### src/rtl/core/assert_macros.svh
// ---------------------------------------------------------------------------
// Assertion macros shared by the RTL files.
// ---------------------------------------------------------------------------
`ifndef ASSERT_MACROS_SVH
`define ASSERT_MACROS_SVH

// Checks that an implication holds at every rising edge of clk outside reset.
`define ASSERT_IMPLY(label, lhs, rhs, msg) \
    label: assert property (@(posedge clk) disable iff (!rst_n) (lhs) |-> (rhs)) \
        else $error(msg);

// Checks that a condition never holds at a rising edge of clk outside reset.
`define ASSERT_NEVER(label, cond, msg) \
    label: assert property (@(posedge clk) disable iff (!rst_n) !(cond)) \
        else $error(msg);

`endif

### src/rtl/core/dnwd_pkg.sv
// ---------------------------------------------------------------------------
// dnwd_pkg
// Types and constants shared by the DNS name wire decoder modules.
// ---------------------------------------------------------------------------
package dnwd_pkg;

    // Field widths.
    localparam int BYTE_W   = 8;
    localparam int LIMIT_W  = 10;
    localparam int COUNT_W  = 10;
    localparam int NREAD_W  = 9;
    localparam int LABEL_W  = 6;

    // Protocol constants.
    localparam logic [BYTE_W-1:0]  MAX_LABEL    = 8'd63;
    localparam logic [COUNT_W-1:0] MAX_NAME     = 10'd255;
    localparam logic [BYTE_W-1:0]  DOT_CHAR     = 8'h2E;
    localparam logic [BYTE_W-1:0]  UPPER_A      = 8'h41;
    localparam logic [BYTE_W-1:0]  UPPER_Z      = 8'h5A;
    localparam logic [BYTE_W-1:0]  CASE_BIT     = 8'h20;
    localparam logic [COUNT_W-1:0] RAW_SAT      = 10'h3FF;
    localparam logic [LIMIT_W-1:0] LIMIT_RESET  = 10'd256;

    // Command queue sizing.
    localparam int Q_DEPTH  = 4;
    localparam int Q_PTR_W  = 2;
    localparam int Q_CNT_W  = 3;

    // Error codes carried on error_kind.
    typedef enum logic [1:0] {
        ERR_NONE  = 2'd0,
        ERR_LABEL = 2'd1,
        ERR_LIMIT = 2'd2,
        ERR_NAME  = 2'd3
    } err_t;

    // Parser phase, one-hot.
    typedef enum logic [2:0] {
        PH_LEN     = 3'b001,
        PH_LABEL   = 3'b010,
        PH_DISCARD = 3'b100
    } phase_t;

    // One command from the parser: a first result and an optional second
    // result, which is either a dot or an output limit error.
    typedef struct packed {
        logic [BYTE_W-1:0]  byte1;
        logic               last1;
        err_t               err1;
        logic [NREAD_W-1:0] nread1;
        logic               has2;
        logic               second_err;
    } cmd_t;

    // Queue status seen by the front and the back.
    typedef struct packed {
        logic valid;
        logic full;
    } q_stat_t;

endpackage

### src/rtl/core/dnwd_front.sv
// ---------------------------------------------------------------------------
// dnwd_front
// Accepts raw wire bytes, tracks the label parser and turns label bytes and
// the end of each name into commands for the result expander.
// ---------------------------------------------------------------------------
module dnwd_front (
    input  logic                          clk,
    input  logic                          rst_n,
    input  logic                          push,
    input  logic [dnwd_pkg::BYTE_W-1:0]   in_byte,
    input  logic                          first_of_name,
    input  logic                          cfg_wr_en,
    input  logic [dnwd_pkg::LIMIT_W-1:0]  cfg_wr_data,
    input  dnwd_pkg::q_stat_t             q_stat,
    output logic                          q_push,
    output dnwd_pkg::cmd_t                q_cmd
);
    import dnwd_pkg::*;

    phase_t             phase_reg, phase_next;
    logic [LABEL_W-1:0] label_left_reg, label_left_next;
    logic [COUNT_W-1:0] text_count_reg, text_count_next;
    logic [COUNT_W-1:0] raw_count_reg, raw_count_next;
    logic [LIMIT_W-1:0] out_limit_reg;

    phase_t             ph;
    logic [LABEL_W-1:0] ll;
    logic [LABEL_W-1:0] ll_dec;
    logic [COUNT_W-1:0] tc;
    logic [COUNT_W-1:0] tc_inc;
    logic [COUNT_W-1:0] rc;
    logic [COUNT_W-1:0] rc_inc;
    logic [BYTE_W-1:0]  low_char;
    logic               accept;

    // Output limit register.
    always_ff @(posedge clk or negedge rst_n)
    begin
        if (!rst_n)
        begin
            out_limit_reg <= LIMIT_RESET;
        end
        else if (cfg_wr_en)
        begin
            out_limit_reg <= cfg_wr_data;
        end
    end

    // Parser state after an optional restart by first_of_name.
    always_comb
    begin
        accept   = push && !q_stat.full;
        ph       = first_of_name ? PH_LEN : phase_reg;
        ll       = first_of_name ? '0 : label_left_reg;
        tc       = first_of_name ? '0 : text_count_reg;
        rc       = first_of_name ? '0 : raw_count_reg;
        rc_inc   = (rc == RAW_SAT) ? rc : rc + COUNT_W'(1);
        tc_inc   = tc + COUNT_W'(1);
        ll_dec   = ll - LABEL_W'(1);
        low_char = ((in_byte >= UPPER_A) && (in_byte <= UPPER_Z)) ?
                   (in_byte | CASE_BIT) : in_byte;
    end

    // Classify the byte and compute the next parser state.
    always_comb
    begin
        phase_next      = phase_reg;
        label_left_next = label_left_reg;
        text_count_next = text_count_reg;
        raw_count_next  = raw_count_reg;
        q_push          = 1'b0;
        q_cmd           = '0;
        q_cmd.err1      = ERR_NONE;
        if (accept)
        begin
            phase_next      = ph;
            label_left_next = ll;
            text_count_next = tc;
            raw_count_next  = rc;
            case (ph)
                PH_LEN:
                begin
                    raw_count_next = rc_inc;
                    if (in_byte == '0)
                    begin
                        q_push          = 1'b1;
                        q_cmd.last1     = 1'b1;
                        phase_next      = PH_DISCARD;
                        label_left_next = '0;
                        if (tc > MAX_NAME)
                        begin
                            q_cmd.err1 = ERR_NAME;
                        end
                        else if (tc >= out_limit_reg)
                        begin
                            q_cmd.err1 = ERR_LIMIT;
                        end
                        else
                        begin
                            q_cmd.nread1 = rc_inc[NREAD_W-1:0];
                        end
                    end
                    else if (in_byte > MAX_LABEL)
                    begin
                        q_push          = 1'b1;
                        q_cmd.last1     = 1'b1;
                        q_cmd.err1      = ERR_LABEL;
                        phase_next      = PH_DISCARD;
                        label_left_next = '0;
                    end
                    else
                    begin
                        label_left_next = in_byte[LABEL_W-1:0];
                        phase_next      = PH_LABEL;
                    end
                end
                PH_LABEL:
                begin
                    raw_count_next = rc_inc;
                    q_push         = 1'b1;
                    if (tc >= out_limit_reg)
                    begin
                        q_cmd.last1     = 1'b1;
                        q_cmd.err1      = ERR_LIMIT;
                        phase_next      = PH_DISCARD;
                        label_left_next = '0;
                    end
                    else
                    begin
                        q_cmd.byte1     = low_char;
                        text_count_next = tc_inc;
                        label_left_next = ll_dec;
                        if (ll_dec == '0)
                        begin
                            // Label complete: a dot follows unless it would
                            // overrun the output limit.
                            q_cmd.has2 = 1'b1;
                            if (tc_inc >= out_limit_reg)
                            begin
                                q_cmd.second_err = 1'b1;
                                phase_next       = PH_DISCARD;
                            end
                            else
                            begin
                                text_count_next = tc_inc + COUNT_W'(1);
                                phase_next      = PH_LEN;
                            end
                        end
                    end
                end
                default:
                begin
                    // Discarding: the byte is dropped without a result.
                end
            endcase
        end
    end

    // Parser state registers.
    always_ff @(posedge clk or negedge rst_n)
    begin
        if (!rst_n)
        begin
            phase_reg      <= PH_LEN;
            label_left_reg <= '0;
            text_count_reg <= '0;
            raw_count_reg  <= '0;
        end
        else
        begin
            phase_reg      <= phase_next;
            label_left_reg <= label_left_next;
            text_count_reg <= text_count_next;
            raw_count_reg  <= raw_count_next;
        end
    end

endmodule

### src/rtl/core/dnwd_queue.sv
// ---------------------------------------------------------------------------
// dnwd_queue
// Short command queue between the parser and the result expander.
// ---------------------------------------------------------------------------
module dnwd_queue (
    input  logic              clk,
    input  logic              rst_n,
    input  logic              wr_en,
    input  dnwd_pkg::cmd_t    wr_cmd,
    input  logic              rd_en,
    output dnwd_pkg::cmd_t    rd_cmd,
    output dnwd_pkg::q_stat_t stat
);
    import dnwd_pkg::*;

    cmd_t               entry_reg [Q_DEPTH];
    logic [Q_PTR_W-1:0] wr_ptr_reg, wr_ptr_next;
    logic [Q_PTR_W-1:0] rd_ptr_reg, rd_ptr_next;
    logic [Q_CNT_W-1:0] count_reg, count_next;
    logic               do_wr;
    logic               do_rd;

    // Pointer and fill count update.
    always_comb
    begin
        stat.valid  = (count_reg != '0);
        stat.full   = (count_reg == Q_CNT_W'(Q_DEPTH));
        do_wr       = wr_en && !stat.full;
        do_rd       = rd_en && stat.valid;
        wr_ptr_next = do_wr ? wr_ptr_reg + Q_PTR_W'(1) : wr_ptr_reg;
        rd_ptr_next = do_rd ? rd_ptr_reg + Q_PTR_W'(1) : rd_ptr_reg;
        count_next  = count_reg;
        if (do_wr && !do_rd)
        begin
            count_next = count_reg + Q_CNT_W'(1);
        end
        else if (do_rd && !do_wr)
        begin
            count_next = count_reg - Q_CNT_W'(1);
        end
        rd_cmd = entry_reg[rd_ptr_reg];
    end

    always_ff @(posedge clk or negedge rst_n)
    begin
        if (!rst_n)
        begin
            wr_ptr_reg <= '0;
            rd_ptr_reg <= '0;
            count_reg  <= '0;
        end
        else
        begin
            wr_ptr_reg <= wr_ptr_next;
            rd_ptr_reg <= rd_ptr_next;
            count_reg  <= count_next;
        end
    end

    // Entry storage needs no reset.
    always_ff @(posedge clk)
    begin
        if (do_wr)
        begin
            entry_reg[wr_ptr_reg] <= wr_cmd;
        end
    end

endmodule

### src/rtl/core/dnwd_back.sv
// ---------------------------------------------------------------------------
// dnwd_back
// Expands each queued command into one or two result transactions and holds
// the oldest result in the output register.
// ---------------------------------------------------------------------------
module dnwd_back (
    input  logic                          clk,
    input  logic                          rst_n,
    input  dnwd_pkg::q_stat_t             q_stat,
    input  dnwd_pkg::cmd_t                q_cmd,
    output logic                          q_pop,
    input  logic                          pop,
    output logic                          empty,
    output logic [dnwd_pkg::BYTE_W-1:0]   out_byte,
    output logic                          is_last,
    output logic [1:0]                    error_kind,
    output logic [dnwd_pkg::NREAD_W-1:0]  bytes_read,
    output logic                          second_pending
);
    import dnwd_pkg::*;

    logic               out_valid_reg, out_valid_next;
    logic               half_reg, half_next;
    logic [BYTE_W-1:0]  byte_reg, byte_next;
    logic               last_reg, last_next;
    err_t               err_reg, err_next;
    logic [NREAD_W-1:0] nread_reg, nread_next;
    logic               slot_free;

    // Load the next result when the output register is free or being taken.
    always_comb
    begin
        slot_free      = !out_valid_reg || pop;
        out_valid_next = out_valid_reg;
        half_next      = half_reg;
        byte_next      = byte_reg;
        last_next      = last_reg;
        err_next       = err_reg;
        nread_next     = nread_reg;
        q_pop          = 1'b0;
        if (slot_free)
        begin
            out_valid_next = q_stat.valid;
            if (q_stat.valid)
            begin
                if (half_reg)
                begin
                    // Second result of the command: dot or limit error.
                    byte_next  = q_cmd.second_err ? '0 : DOT_CHAR;
                    last_next  = q_cmd.second_err;
                    err_next   = q_cmd.second_err ? ERR_LIMIT : ERR_NONE;
                    nread_next = '0;
                    half_next  = 1'b0;
                    q_pop      = 1'b1;
                end
                else
                begin
                    byte_next  = q_cmd.byte1;
                    last_next  = q_cmd.last1;
                    err_next   = q_cmd.err1;
                    nread_next = q_cmd.nread1;
                    half_next  = q_cmd.has2;
                    q_pop      = !q_cmd.has2;
                end
            end
        end
    end

    always_ff @(posedge clk or negedge rst_n)
    begin
        if (!rst_n)
        begin
            out_valid_reg <= 1'b0;
            half_reg      <= 1'b0;
        end
        else
        begin
            out_valid_reg <= out_valid_next;
            half_reg      <= half_next;
        end
    end

    // Result payload register.
    always_ff @(posedge clk)
    begin
        byte_reg  <= byte_next;
        last_reg  <= last_next;
        err_reg   <= err_next;
        nread_reg <= nread_next;
    end

    assign empty          = !out_valid_reg;
    assign out_byte       = byte_reg;
    assign is_last        = last_reg;
    assign error_kind     = err_reg;
    assign bytes_read     = nread_reg;
    assign second_pending = half_reg;

endmodule

### src/rtl/core/dns_name_wire_decoder_unit.sv
// ---------------------------------------------------------------------------
// dns_name_wire_decoder_unit
// Decodes a DNS wire-format name into lower-cased dotted text.
// ---------------------------------------------------------------------------
// Usage:
// The input side is a queue: drive in_byte and first_of_name and raise push;
// a transaction happens at a clock edge with push high and full low. Set
// first_of_name on the first byte of each name.
// The result side is a queue too: while empty is low the oldest result is on
// out_byte, is_last, error_kind and bytes_read, and it is taken at an edge
// with pop high. Each name ends in one result with is_last set.
// cfg_wr_en with cfg_wr_data writes the output limit; write it only while
// the block is idle.
// A transaction's command is written into the command queue; its first
// result is then loaded into the output register. Throughput is one byte per
// cycle while full is low; the last byte of a label yields two results.
// A four-entry command queue between parser and expander absorbs that and
// short receiver stalls; when it fills, full rises until pop resumes.
// Reset clears the parser, the queue and the output register and sets the
// output limit to 256.
// ---------------------------------------------------------------------------
module dns_name_wire_decoder_unit (
    input  logic                          clk,
    input  logic                          rst_n,
    input  logic                          push,
    output logic                          full,
    input  logic [dnwd_pkg::BYTE_W-1:0]   in_byte,
    input  logic                          first_of_name,
    input  logic                          cfg_wr_en,
    input  logic [dnwd_pkg::LIMIT_W-1:0]  cfg_wr_data,
    output logic                          empty,
    input  logic                          pop,
    output logic [dnwd_pkg::BYTE_W-1:0]   out_byte,
    output logic                          is_last,
    output logic [1:0]                    error_kind,
    output logic [dnwd_pkg::NREAD_W-1:0]  bytes_read
);
    import dnwd_pkg::*;

`include "assert_macros.svh"

    q_stat_t q_stat;
    cmd_t    push_cmd;
    cmd_t    head_cmd;
    logic    q_push;
    logic    q_pop;
    logic    second_pending;

    // Parser front end.
    dnwd_front u_front (
        .clk           (clk),
        .rst_n         (rst_n),
        .push          (push),
        .in_byte       (in_byte),
        .first_of_name (first_of_name),
        .cfg_wr_en     (cfg_wr_en),
        .cfg_wr_data   (cfg_wr_data),
        .q_stat        (q_stat),
        .q_push        (q_push),
        .q_cmd         (push_cmd)
    );

    // Command queue.
    dnwd_queue u_queue (
        .clk    (clk),
        .rst_n  (rst_n),
        .wr_en  (q_push),
        .wr_cmd (push_cmd),
        .rd_en  (q_pop),
        .rd_cmd (head_cmd),
        .stat   (q_stat)
    );

    // Result expander and output register.
    dnwd_back u_back (
        .clk            (clk),
        .rst_n          (rst_n),
        .q_stat         (q_stat),
        .q_cmd          (head_cmd),
        .q_pop          (q_pop),
        .pop            (pop && !empty),
        .empty          (empty),
        .out_byte       (out_byte),
        .is_last        (is_last),
        .error_kind     (error_kind),
        .bytes_read     (bytes_read),
        .second_pending (second_pending)
    );

    assign full = q_stat.full;

    // The parser never writes a command into a full queue.
    `ASSERT_NEVER(a_no_push_when_full, q_push && q_stat.full, "command pushed into full queue")

    // Every error result ends its name.
    `ASSERT_IMPLY(a_err_is_last, !empty && (error_kind != ERR_NONE), is_last,
        "error result without is_last")

    // A byte count appears only on a successful terminator.
    `ASSERT_IMPLY(a_nread_on_term, !empty && (bytes_read != '0),
        is_last && (error_kind == ERR_NONE) && (out_byte == '0),
        "bytes_read set on a result other than a good terminator")

    // The second half of a command needs that command still at the queue head.
    `ASSERT_IMPLY(a_pending_has_head, second_pending, q_stat.valid,
        "second result pending with an empty queue")

endmodule
### config.mk
export PLATFORM = sky130hd
export DESIGN_NAME = dns_name_wire_decoder_unit
export DESIGN_NICKNAME = d
export VERILOG_FILES = /design/src/rtl/core/dnwd_pkg.sv /design/src/rtl/core/dnwd_front.sv /design/src/rtl/core/dnwd_queue.sv /design/src/rtl/core/dnwd_back.sv /design/src/rtl/core/dns_name_wire_decoder_unit.sv
export VERILOG_INCLUDE_DIRS = /design/src /design/src/rtl/core
export SDC_FILE = /design/constraint.sdc
export NUM_CORES = 1
export LEC_CHECK = 0
export BUFFER_PORTS_ARGS = -buffer_cell sky130_fd_sc_hd__buf_2
export CAP_MARGIN = 20
export CELL_PAD_IN_SITES_DETAIL_PLACEMENT = 1
export CELL_PAD_IN_SITES_GLOBAL_PLACEMENT = 2
export CORE_MARGIN = 2
export CORE_UTILIZATION = 41
export CTS_CLUSTER_DIAMETER = 100
export DETAILED_ROUTE_END_ITERATION = 10
export PLACE_DENSITY_LB_ADDON = 0.1
export SYNTH_ARGS = -nofsm -noshare
export SYNTH_HDL_FRONTEND = slang
export SYNTH_HIERARCHICAL = 1
export SYNTH_SLANG_ARGS = --single-unit
export TNS_END_PERCENT = 5
### constraint.sdc
create_clock -name clk -period 3.75 [get_ports clk]
set_input_delay 0.5625 -clock clk [delete_from_list [all_inputs] [get_ports clk]]
set_output_delay 0.5625 -clock clk [all_outputs]
set_load 0.01 [all_outputs]
Yosys cells after proc, flatten, opt, wreduce, memory -nomap -nowiden
Memories as Yosys holds them, arrays and structs flattened.
Cells that the tools add are included.
- input bits: 24
- logic and storage cells: 107
- output and inout bits: 22
- memories: 1
- bits in registers: 68
- bits in writable memories: 88
- memories (name ; depth ; bits a word ; read ports ; clocked after Yosys merged registers in ; write ports ; line ; RTL):
    u_queue.entry_reg ; 4 ; 22 ; 1 ; 0 ; 1 ; dnwd_queue.sv:16 ; cmd_t entry_reg [Q_DEPTH];
- muxes and demuxes: 55
- reductions and logical operators: 19
- $add $sub $neg: 8
- order comparisons: 6
- equal/unequal tests: 4
- operators with widths (cell ; number):
    2-to-1 mux 10 bit ; 8
    2-to-1 mux 6 bit ; 6
    2-to-1 mux 9 bit ; 4
    2-to-1 mux 3 bit ; 11
    adder 10 x 1 -> 10 bit, second input constant ; 3
    2-to-1 mux 8 bit ; 3
    2-to-1 mux 22 bit ; 1
    greater-or-equal comparator 10 bit ; 2
    2-to-1 mux 2 bit ; 7
    case mux 3 bit (2 select lines) ; 2
    case mux 6 bit (2 select lines) ; 1
    2-to-1 mux 1 bit ; 11
    equality test 10 bit, second input constant ; 1
    greater-than comparator 10 x 8 -> 1 bit, second input constant ; 1
    greater-or-equal comparator 8 x 7 -> 1 bit, second input constant ; 1
    greater-than comparator 8 x 6 -> 1 bit, second input constant ; 1
    <= comparator 8 x 7 -> 1 bit, second input constant ; 1
    logical NOT 8 bit ; 1
    logical AND 1 bit ; 7
    logical NOT 6 bit ; 1
    subtractor 6 x 1 -> 6 bit, second input constant ; 1
    logical NOT 1 bit ; 5
    adder 2 x 1 -> 2 bit, second input constant ; 2
    adder 3 x 1 -> 3 bit, second input constant ; 1
    other kinds (10) ; 10

Logic depth before layout (Yosys ltp)
Gate-level depths: netlist (run 1).
- depth in word-level cells: 10
- depth in mapped cells: 16
- depth with buffers taken out: 13

Cells and area by module
The synthesis (run 1) kept the hierarchy.
- modules (own cells, without submodules) (module ; area an instance (um2) ; seq. area each (um2) ; times used ; cells an instance):
    dnwd_queue ; 3643.5 ; 2817.7 ; 1 ; 150
    dnwd_front ; 3326.9 ; 978.4 ; 1 ; 414
    dnwd_back ; 883.3 ; 650.6 ; 1 ; 58
    dns_name_wire_decoder_unit ; 13.8 ; 0.0 ; 1 ; 1

Worst setup path before layout (run 1)
OpenSTA, ideal clock, no wires.
- path kind: input to register
- start: input first_of_name
- end: register u_front.text_count_reg[0]
- data required time: 3.626 ns
- cell stages on the path: 16
- library setup time: 0.124 ns
- path slack: -0.145 ns
- arrival: 3.771 ns
- path buffers: 4
- cell sequence: buf_2 > buf_2 > buf_1 > clkbuf_1 > nor2b_1 > ha_1 > nand4_1 > mux2i_1 > inv_1 > ha_1 > a21oi_1 > o21ai_0 > o21ai_1 > nand2_1 > nor4b_1 > a211o_1
- word-level cells in the longest chain between the ends: 7
- elaborated cells between the ends (all ways): 14
- classes of those cells: add/sub: 3; order compare: 2; eq/ne: 1; mux: 7; reduce/logical: 1
- ends and longest elaborated chain (item ; line ; RTL):
    start: declaration ; dns_name_wire_decoder_unit.sv:28 ; input logic first_of_name,
    2-to-1 mux 10 bit ; dnwd_front.sv:55 ; tc = first_of_name ? '0 : text_count_reg;
    adder 10 x 1 -> 10 bit ; dnwd_front.sv:58 ; tc_inc = tc + COUNT_W'(1);
    adder 10 x 1 -> 10 bit / greater-or-equal comparator 10 bit (equally long branches) ; dnwd_front.sv:145, dnwd_front.sv:138 ;
    2-to-1 mux 10 bit ; dnwd_front.sv:138 ; if (tc_inc >= out_limit_reg)
    2-to-1 mux 10 bit ; dnwd_front.sv:133 ; if (ll_dec == '0)
    2-to-1 mux 10 bit ; dnwd_front.sv:121 ; if (tc >= out_limit_reg)
    2-to-1 mux 10 bit * ; dnwd_front.sv:80 ; case (ph)
    end signal: assignment ; dnwd_front.sv:173 ; text_count_reg <= text_count_next;
    end: declaration ; dnwd_front.sv:22 ; logic [COUNT_W-1:0] text_count_reg, text_count_next;
Mark *: on every way between the ends. The rest lies on a longest branch, timed or not.
A chain may end at the register's enable or synchronous reset.

Worst setup path in the final report (run 1)
- start: register u_front.text_count_reg[2]
- end: register u_front.text_count_reg[8]
- word-level cells in the longest chain between the ends: 7
- elaborated cells between the ends (all ways): 9
- classes of those cells: add/sub: 2; order compare: 2; mux: 5
- ends and longest elaborated chain (item ; line):
    2-to-1 mux 10 bit * ; dnwd_front.sv:55
    adder 10 x 1 -> 10 bit ; dnwd_front.sv:58
    adder 10 x 1 -> 10 bit / greater-or-equal comparator 10 bit (equally long branches) ; dnwd_front.sv:145, dnwd_front.sv:138
    2-to-1 mux 10 bit ; dnwd_front.sv:138
    2-to-1 mux 10 bit ; dnwd_front.sv:133
    2-to-1 mux 10 bit * ; dnwd_front.sv:121
    2-to-1 mux 10 bit * ; dnwd_front.sv:80
Marked as above.

==> run_results.csv, run 1 <==
group,metric,value,unit
status,status,"complete, no violations",
timing,finalClockSkew,12.57,ps
floorplan,initial_core_util,0.4192,
critical_path,endpoint_kind,"flop",
route,drt-initial-drc-count,206,
placement,io_buffers,45,
finish,final_nets,734,
critical_path,cpLargestDelayFamily,"simple AND/OR/NAND/NOR gates",
synthesis,yosysWarnings,6,
synthesis,synth_nets,675,
floorplan,fp.dieH,142.5,um
floorplan,core,0.01877,sq mm
clock_network,cts_max_path_buffers,2,
floorplan,dieArea,0.02031,sq mm
route,vias,5148,
global_route,antenna_found_initial,0,
finish,fill_cells,1980,
synthesis,ys_ff_latch,156,
finish,final_util,0.4789,
timing,worst_pin_slew,1027,ps
global_route,grt_pass1_vias,5499,
synthesis,ys_seq_area_frac,0.5652,
critical_path,setup.worst_path.class,"reg2reg",
critical_path,slowest_delay,430,ps
synthesis,avgSynthCellArea,12.63,sq um
clock_network,cts-root-buf,"clkbuf_16",
clock_network,cts_setup_buffers,0,
finish,multi_input_area,0.003167,sq mm
placement,place_ws,-6.856,ps
clock_network,clk_latency,430,ps
critical_path,critPathArrivalTime,3760,ps
job,cap_violations,0,
timing,period_needed,3430,ps
timing,drv_slew,0,
timing,setup_viol,0,
synthesis,synth_cells,623,
timing,hold_slack,285.3,ps
route,viasPerCell,5.541,
route,drc,0,
global_route,track_usage,0.1925,
global_route,grt_start_max_net_pins,38,
placement,gp_congestion,0.8438,
clock_network,path_clk_slew,70,ps
route,wl_per_cell,19.82,um
clock_network,clock-sinks,156,
floorplan,ios,46,
timing,finalWorstSetupSlack,320.4,ps
power,leakage,3.502,nW
route,drt-pass1-iter-count,4,
critical_path,critPathBufInv,0,
critical_path,start_kind,"flop",
finish,largest_register_ffs,88,
timing,fmax,291.6,MHz
finish,synthToLayoutAreaGrowth,14.25,%
clock_network,ctsHtreeMaxLevel,4,
finish,drive_above_1_share,0.2273,
synthesis,ys.flop_type,"edfxtp_1",
route,wirelength,18.41,mm
timing,fin_crit_sh,0.9145,
placement,dp_hpwl,12.82,mm
timing,slew_headroom,0.3079,
synthesis,synth_top_cell_by_area,"edfxtp_1",
clock_network,cts_tree,"built",
clock_network,cts_made_buffers,17,
synthesis,yosys-top-cells-area,"edfxtp_1, dfrtp_1, mux4_2",
finish,antennaDiodeCount,0,
synthesis,async_flop_share,0.3077,
clock_network,postCtsHoldBufs,0,
critical_path,crit_fanout,6,
floorplan,fp.dieW,142.5,um
floorplan,num_rows,50,
synthesis,synth_edf_count,108,
finish,final_cells,929,
power,max-vdd-ir-drop,0.3415,mV
power,power_density,667.3,mW/mm^2
timing,rsz0062_at_grt,"no",
worst_hold_path,hold_path_class,"in2async",
route,antenna_left,0,
timing,setup-tns-final,0,ps
finish,register_area,0.004449,sq mm
timing,finalHoldViolCount,0,
critical_path,required,4080,ps
global_route,grt_pass1_wl,29.79,mm
synthesis,yosysTopAreaCellShare,0.4122,
synthesis,yosysUniqueCellTypes,82,
placement,dpl.cell_count,897,
synthesis,synthesis.area,0.007868,sq mm
critical_path,crit_slowest_cell,"dfrtp_2",
critical_path,cp_cell_sequence,"nor2b_2, ha_1, nand4b_1, o21a_1, or2_2, ha_1, a21oi_1, o21ai_0, nor4_2, nand2_1, o21a_1, o31ai_2",
global_route,grt_overflow,0,
## where the power goes
part / total, mW / internal (mW) / switching [mW]
combinational: 1.72 / 0.789 / 0.929
sequential: 2.53 / 2.30 / 0.237
clock: 1.75 / 0.910 / 0.836
## final cells by class
class,count,share of cell area
multi-input combinational,417,0.3523
tap,234,0.03257
clock buffer,17,0.04733
inverter,24,0.01002
timing repair buffer,66,0.04259
sequential,156,0.4950
clock inverter,15,0.02018
## path summary, 6_finish.rpt
kind	start	endpoint	slack [ps]	depth (start not counted)
worst max-delay path	u_front/text_count_reg[2]	u_front/text_count_reg[8]	320	12
worst min-delay path	rst_n	u_front/out_limit_reg[1]	290	1
worst max register to register	u_front/text_count_reg[2]	u_front/text_count_reg[8]	320	12
worst min register to register	u_queue/count_reg[2]	u_queue/count_reg[2]	500	1
max in group asynchronous	rst_n	u_front/phase_reg[0]	2640	2
min in group clk	cfg_wr_data[2]	u_front/out_limit_reg[2]	340	3
## what timing repair did
| item | 4_1_cts | 5_1_grt |
|---|---|---|
| hold endpoints to repair | 0 | 0 |
| setup endpoints to repair | 0 | 1 |
| gates resized for setup | 0 | 3 |
## cells in the mapped netlist (5+ instances only)
cell and count:
edfxtp_1 108, mux4_2 21, nor3_1 8, xnor2_1 16
and2_1 9, and3_1 5, nor2b_1 30, nand4_1 10
nand2_1 55, xor2_1 10, dfrtp_1 46, a21oi_1 19
inv_1 24, nand3_1 15, ha_1 27, buf_2 8
o21ai_0 37, nor2_1 40, mux2i_1 6, o21a_1 7
a31oi_1 7, a211oi_1 5, clkbuf_1 11
## cells by family (layout without fill, tap and decap cells)
group | Yosys count | after routing | share of synthesized area
compound gates | 112 | 112 | 0.09288
xor+xnor | 26 | 26 | 0.02894
fa+ha+maj | 28 | 28 | 0.04548
buf+inv | 50 | 122 | 0.03308
flops | 156 | 156 | 0.5652
mux | 33 | 33 | 0.07920
simple gates | 218 | 218 | 0.1552
## per-stage QoR
step                instance area (sq um)  power (mW)
floorplan                            7873       3.836
global placement                     8377       4.246
detailed placement                   8377       4.322
CTS                                  8984       6.079
global route                         8989       6.348
finish                               8989       5.998
## cell usage in the layout (no fill, tap or decap), types with 3 or more instances in the layout
master	instances
edfxtp_1	108
nand2_1	55
buf_2	45
dfrtp_1	44
nor2_1	40
o21ai_0	37
nor2b_1	29
ha_1	27
inv_1	24
buf_4	21
mux4_2	21
a21oi_1	19
clkbuf_16	17
xnor2_1	16
nand3_1	15
nand4_1	10
xor2_1	10
and2_1	9
nor3_1	8
o21a_1	7
a31oi_1	7
mux2i_1	6
inv_8	5
a211oi_1	5
and3_1	5
clkinv_8	4
inv_6	4
o31ai_1	4
a2bb2oi_1	4
nand4b_1	4
and2_2	4
nand2b_1	3
a21o_1	3
or2_2	3
mux2_2	3
## routing by layer
metal,track usage,vias to the layer above,share of wire
met2,0.3310,72,0.50
met4,0.05732,0,0.014
met1,0.2539,2623,0.46
li1,-,2433,-
met3,0.02759,20,0.022
met5,0,-,0
(Power assumes the default switching activity.)
==> run 2, diff against run 1 <==
--- a/config.mk
+++ b/config.mk
@@ -10,6 +10,7 @@
 export CAP_MARGIN = 20
 export CELL_PAD_IN_SITES_DETAIL_PLACEMENT = 1
 export CELL_PAD_IN_SITES_GLOBAL_PLACEMENT = 2
+export CORE_ASPECT_RATIO = 0.5
 export CORE_MARGIN = 2
 export CORE_UTILIZATION = 41
 export CTS_CLUSTER_DIAMETER = 100
==> run_results.csv, run 2 (synthesis gave the netlist of run 1 again) <==
group,metric,value,unit
status,status,"complete, no violations",
finish,final_area,0.008990,sq mm
route,antenna_left,0,
finish,final_nets,735,
finish,largest_register_ffs,88,
clock_network,path_clk_slew,70,ps
power,power_density,658.2,mW/mm^2
critical_path,endpoint_kind,"flop",
critical_path,slowest_delay,470,ps
timing,drv_slew,0,
finish,drive_above_1_share,0.2227,
power,combPwrFrac,0.288,
floorplan,fp.dieW,199.9,um
finish,final_common_cell,"edfxtp_1",
floorplan,num_rows,35,
power,power,5.917,mW
timing,finalClockSkew,16.71,ps
clock_network,ctsHtreeMaxLevel,4,
critical_path,cp_cell_sequence,"nor2b_1, ha_1, nand4b_1, o21a_1, or2_2, ha_1, a21oi_1, o21ai_0, nor4_2, nand2_1, o21a_1, o31ai_2",
critical_path,critPathArrivalTime,3630,ps
clock_network,cts_made_buffers,17,
timing,setup_viol,0,
timing,hold_slack,260.2,ps
power,clkPwrFrac,0.282,
timing,slew_headroom,0.2873,
clock_network,clk_latency,430,ps
timing,fin_crit_sh,0.8771,
clock_network,cts_max_path_buffers,2,
floorplan,core,0.01861,sq mm
global_route,grt_start_max_net_pins,38,
placement,dp_hpwl,12.53,mm
global_route,grt_overflow,0,
critical_path,crit_fanout,6,
clock_network,cts_tree,"built",
critical_path,required,4090,ps
floorplan,dieArea,0.02038,sq mm
power,p_int,4.013,mW
clock_network,postCtsHoldBufs,0,
clock_network,cts_setup_buffers,0,
global_route,grt_pass1_vias,5252,
floorplan,ios,46,
timing,period_needed,3289,ps
power,max-vdd-ir-drop,0.3459,mV
clock_network,clock-sinks,156,
finish,final_cells,955,
critical_path,setup.worst_path.class,"reg2reg",
timing,finalHoldViolCount,0,
power,netSwitchingFraction,0.3218,
route,viasPerCell,5.301,
timing,rsz0062_at_grt,"no",
global_route,antenna_found_initial,0,
route,vias,5062,
timing,finalWorstSetupSlack,461.0,ps
route,drt-pass1-iter-count,4,
finish,layout_common_cells,"edfxtp_1, nand2_1, dfrtp_1",
power,p_sw,1.904,mW
placement,dpl.cell_count,923,
placement,place_ws,193.5,ps
route,drc,0,
floorplan,initial_core_util,0.4227,
global_route,track_usage,0.1908,
clock_network,cts-root-buf,"clkbuf_16",
clock_network,post_cts_resized,0,
timing,fmax,304.0,MHz
global_route,grt_pass1_wl,28.98,mm
worst_hold_path,hold_path_class,"in2async",
critical_path,crit_slowest_cell,"dfrtp_1",
job,cap_violations,0,
placement,gp_congestion,0.8028,
finish,antennaDiodeCount,0,
finish,synthToLayoutAreaGrowth,14.27,%
route,wirelength,18.23,mm
placement,placed_area,0.008428,sq mm
power,leakage,3.487,nW
placement,io_buffers,45,
route,drt-initial-drc-count,277,
timing,worst_pin_slew,1058,ps
power,p_seq_frac,0.430,
route,wl_per_cell,19.09,um
timing,setup-tns-final,0,ps
finish,final_util,0.4830,
floorplan,fp.dieH,102.0,um
critical_path,start_kind,"flop",
==> run 2: cell types whose count changed in the layout (fill, tap and decap cells not counted), moves of 2 or more <==
| cell | before | now |
|---|---|---|
| clkinv_8 | 4 | 0 |
| clkinvlp_4 | 0 | 4 |
| clkinv_2 | 0 | 3 |
| inv_8 | 5 | 2 |
| dfrtp_1 | 44 | 46 |
| dfrtp_2 | 2 | 0 |
==> run 2: cell type report <==
| cell class | instances | area [sq um] |
|---|---|---|
| Multi-Input combinational cell | 417 | 3164 |
| Clock inverter | 15 | 136.4 |
| Timing Repair Buffer | 67 | 402.9 |
| Sequential cell | 156 | 4447 |
| Tap cell | 259 | 324.1 |
| Inverter | 24 | 90.09 |
| Clock buffer | 17 | 425.4 |
| Fill cell | 1963 | 9622 |
==> run 2: power groups by stage <==
| stage | combinational, mW | sequential, mW | clock (mW) |
|---|---|---|---|
| 2_1_floorplan | 1.28 | 2.55 | 0 |
| 4_1_cts | 1.73 | 2.55 | 1.71 |
| 3_5_place_dp | 1.73 | 2.58 | 0 |
| 6_report | 1.70 | 2.54 | 1.67 |
| 3_3_place_gp | 1.71 | 2.56 | 0 |
| 5_1_grt | 1.91 | 2.60 | 1.78 |
==> run 2: worst paths after layout <==
| check | slack [ps] | endpoint | startpoint | depth (start not counted) |
|---|---|---|---|---|
| worst max-delay path | 460 | u_front/text_count_reg[8] | u_front/text_count_reg[2] | 12 |
| min in group clk | 340 | u_front/out_limit_reg[7] | cfg_wr_data[7] | 3 |
| worst min-delay path | 260 | u_front/out_limit_reg[9] | rst_n | 1 |
| worst min register to register | 510 | u_front/raw_count_reg[0] | u_front/raw_count_reg[0] | 2 |
| max in group asynchronous | 2740 | u_front/label_left_reg[2] | rst_n | 2 |
| worst max register to register | 460 | u_front/text_count_reg[8] | u_front/text_count_reg[2] | 12 |
==> run 2: worst max-delay path: cells and delay by family, from the launching register on <==
| kind | cells | cell delay [ps] |
|---|---|---|
| and+or+nand+nor | 5 | 1240 |
| AOI/OAI and AO/OA | 5 | 980 |
| adders and majority gates | 2 | 520 |
| DFF | 1 | 470 |
==> run 2: metal layers <==
metal,global-route usage,share of wire
met5,0,0
met4,0.04217,0.0022
met3,0.04059,0.035
met2,0.3074,0.46
met1,0.2684,0.50
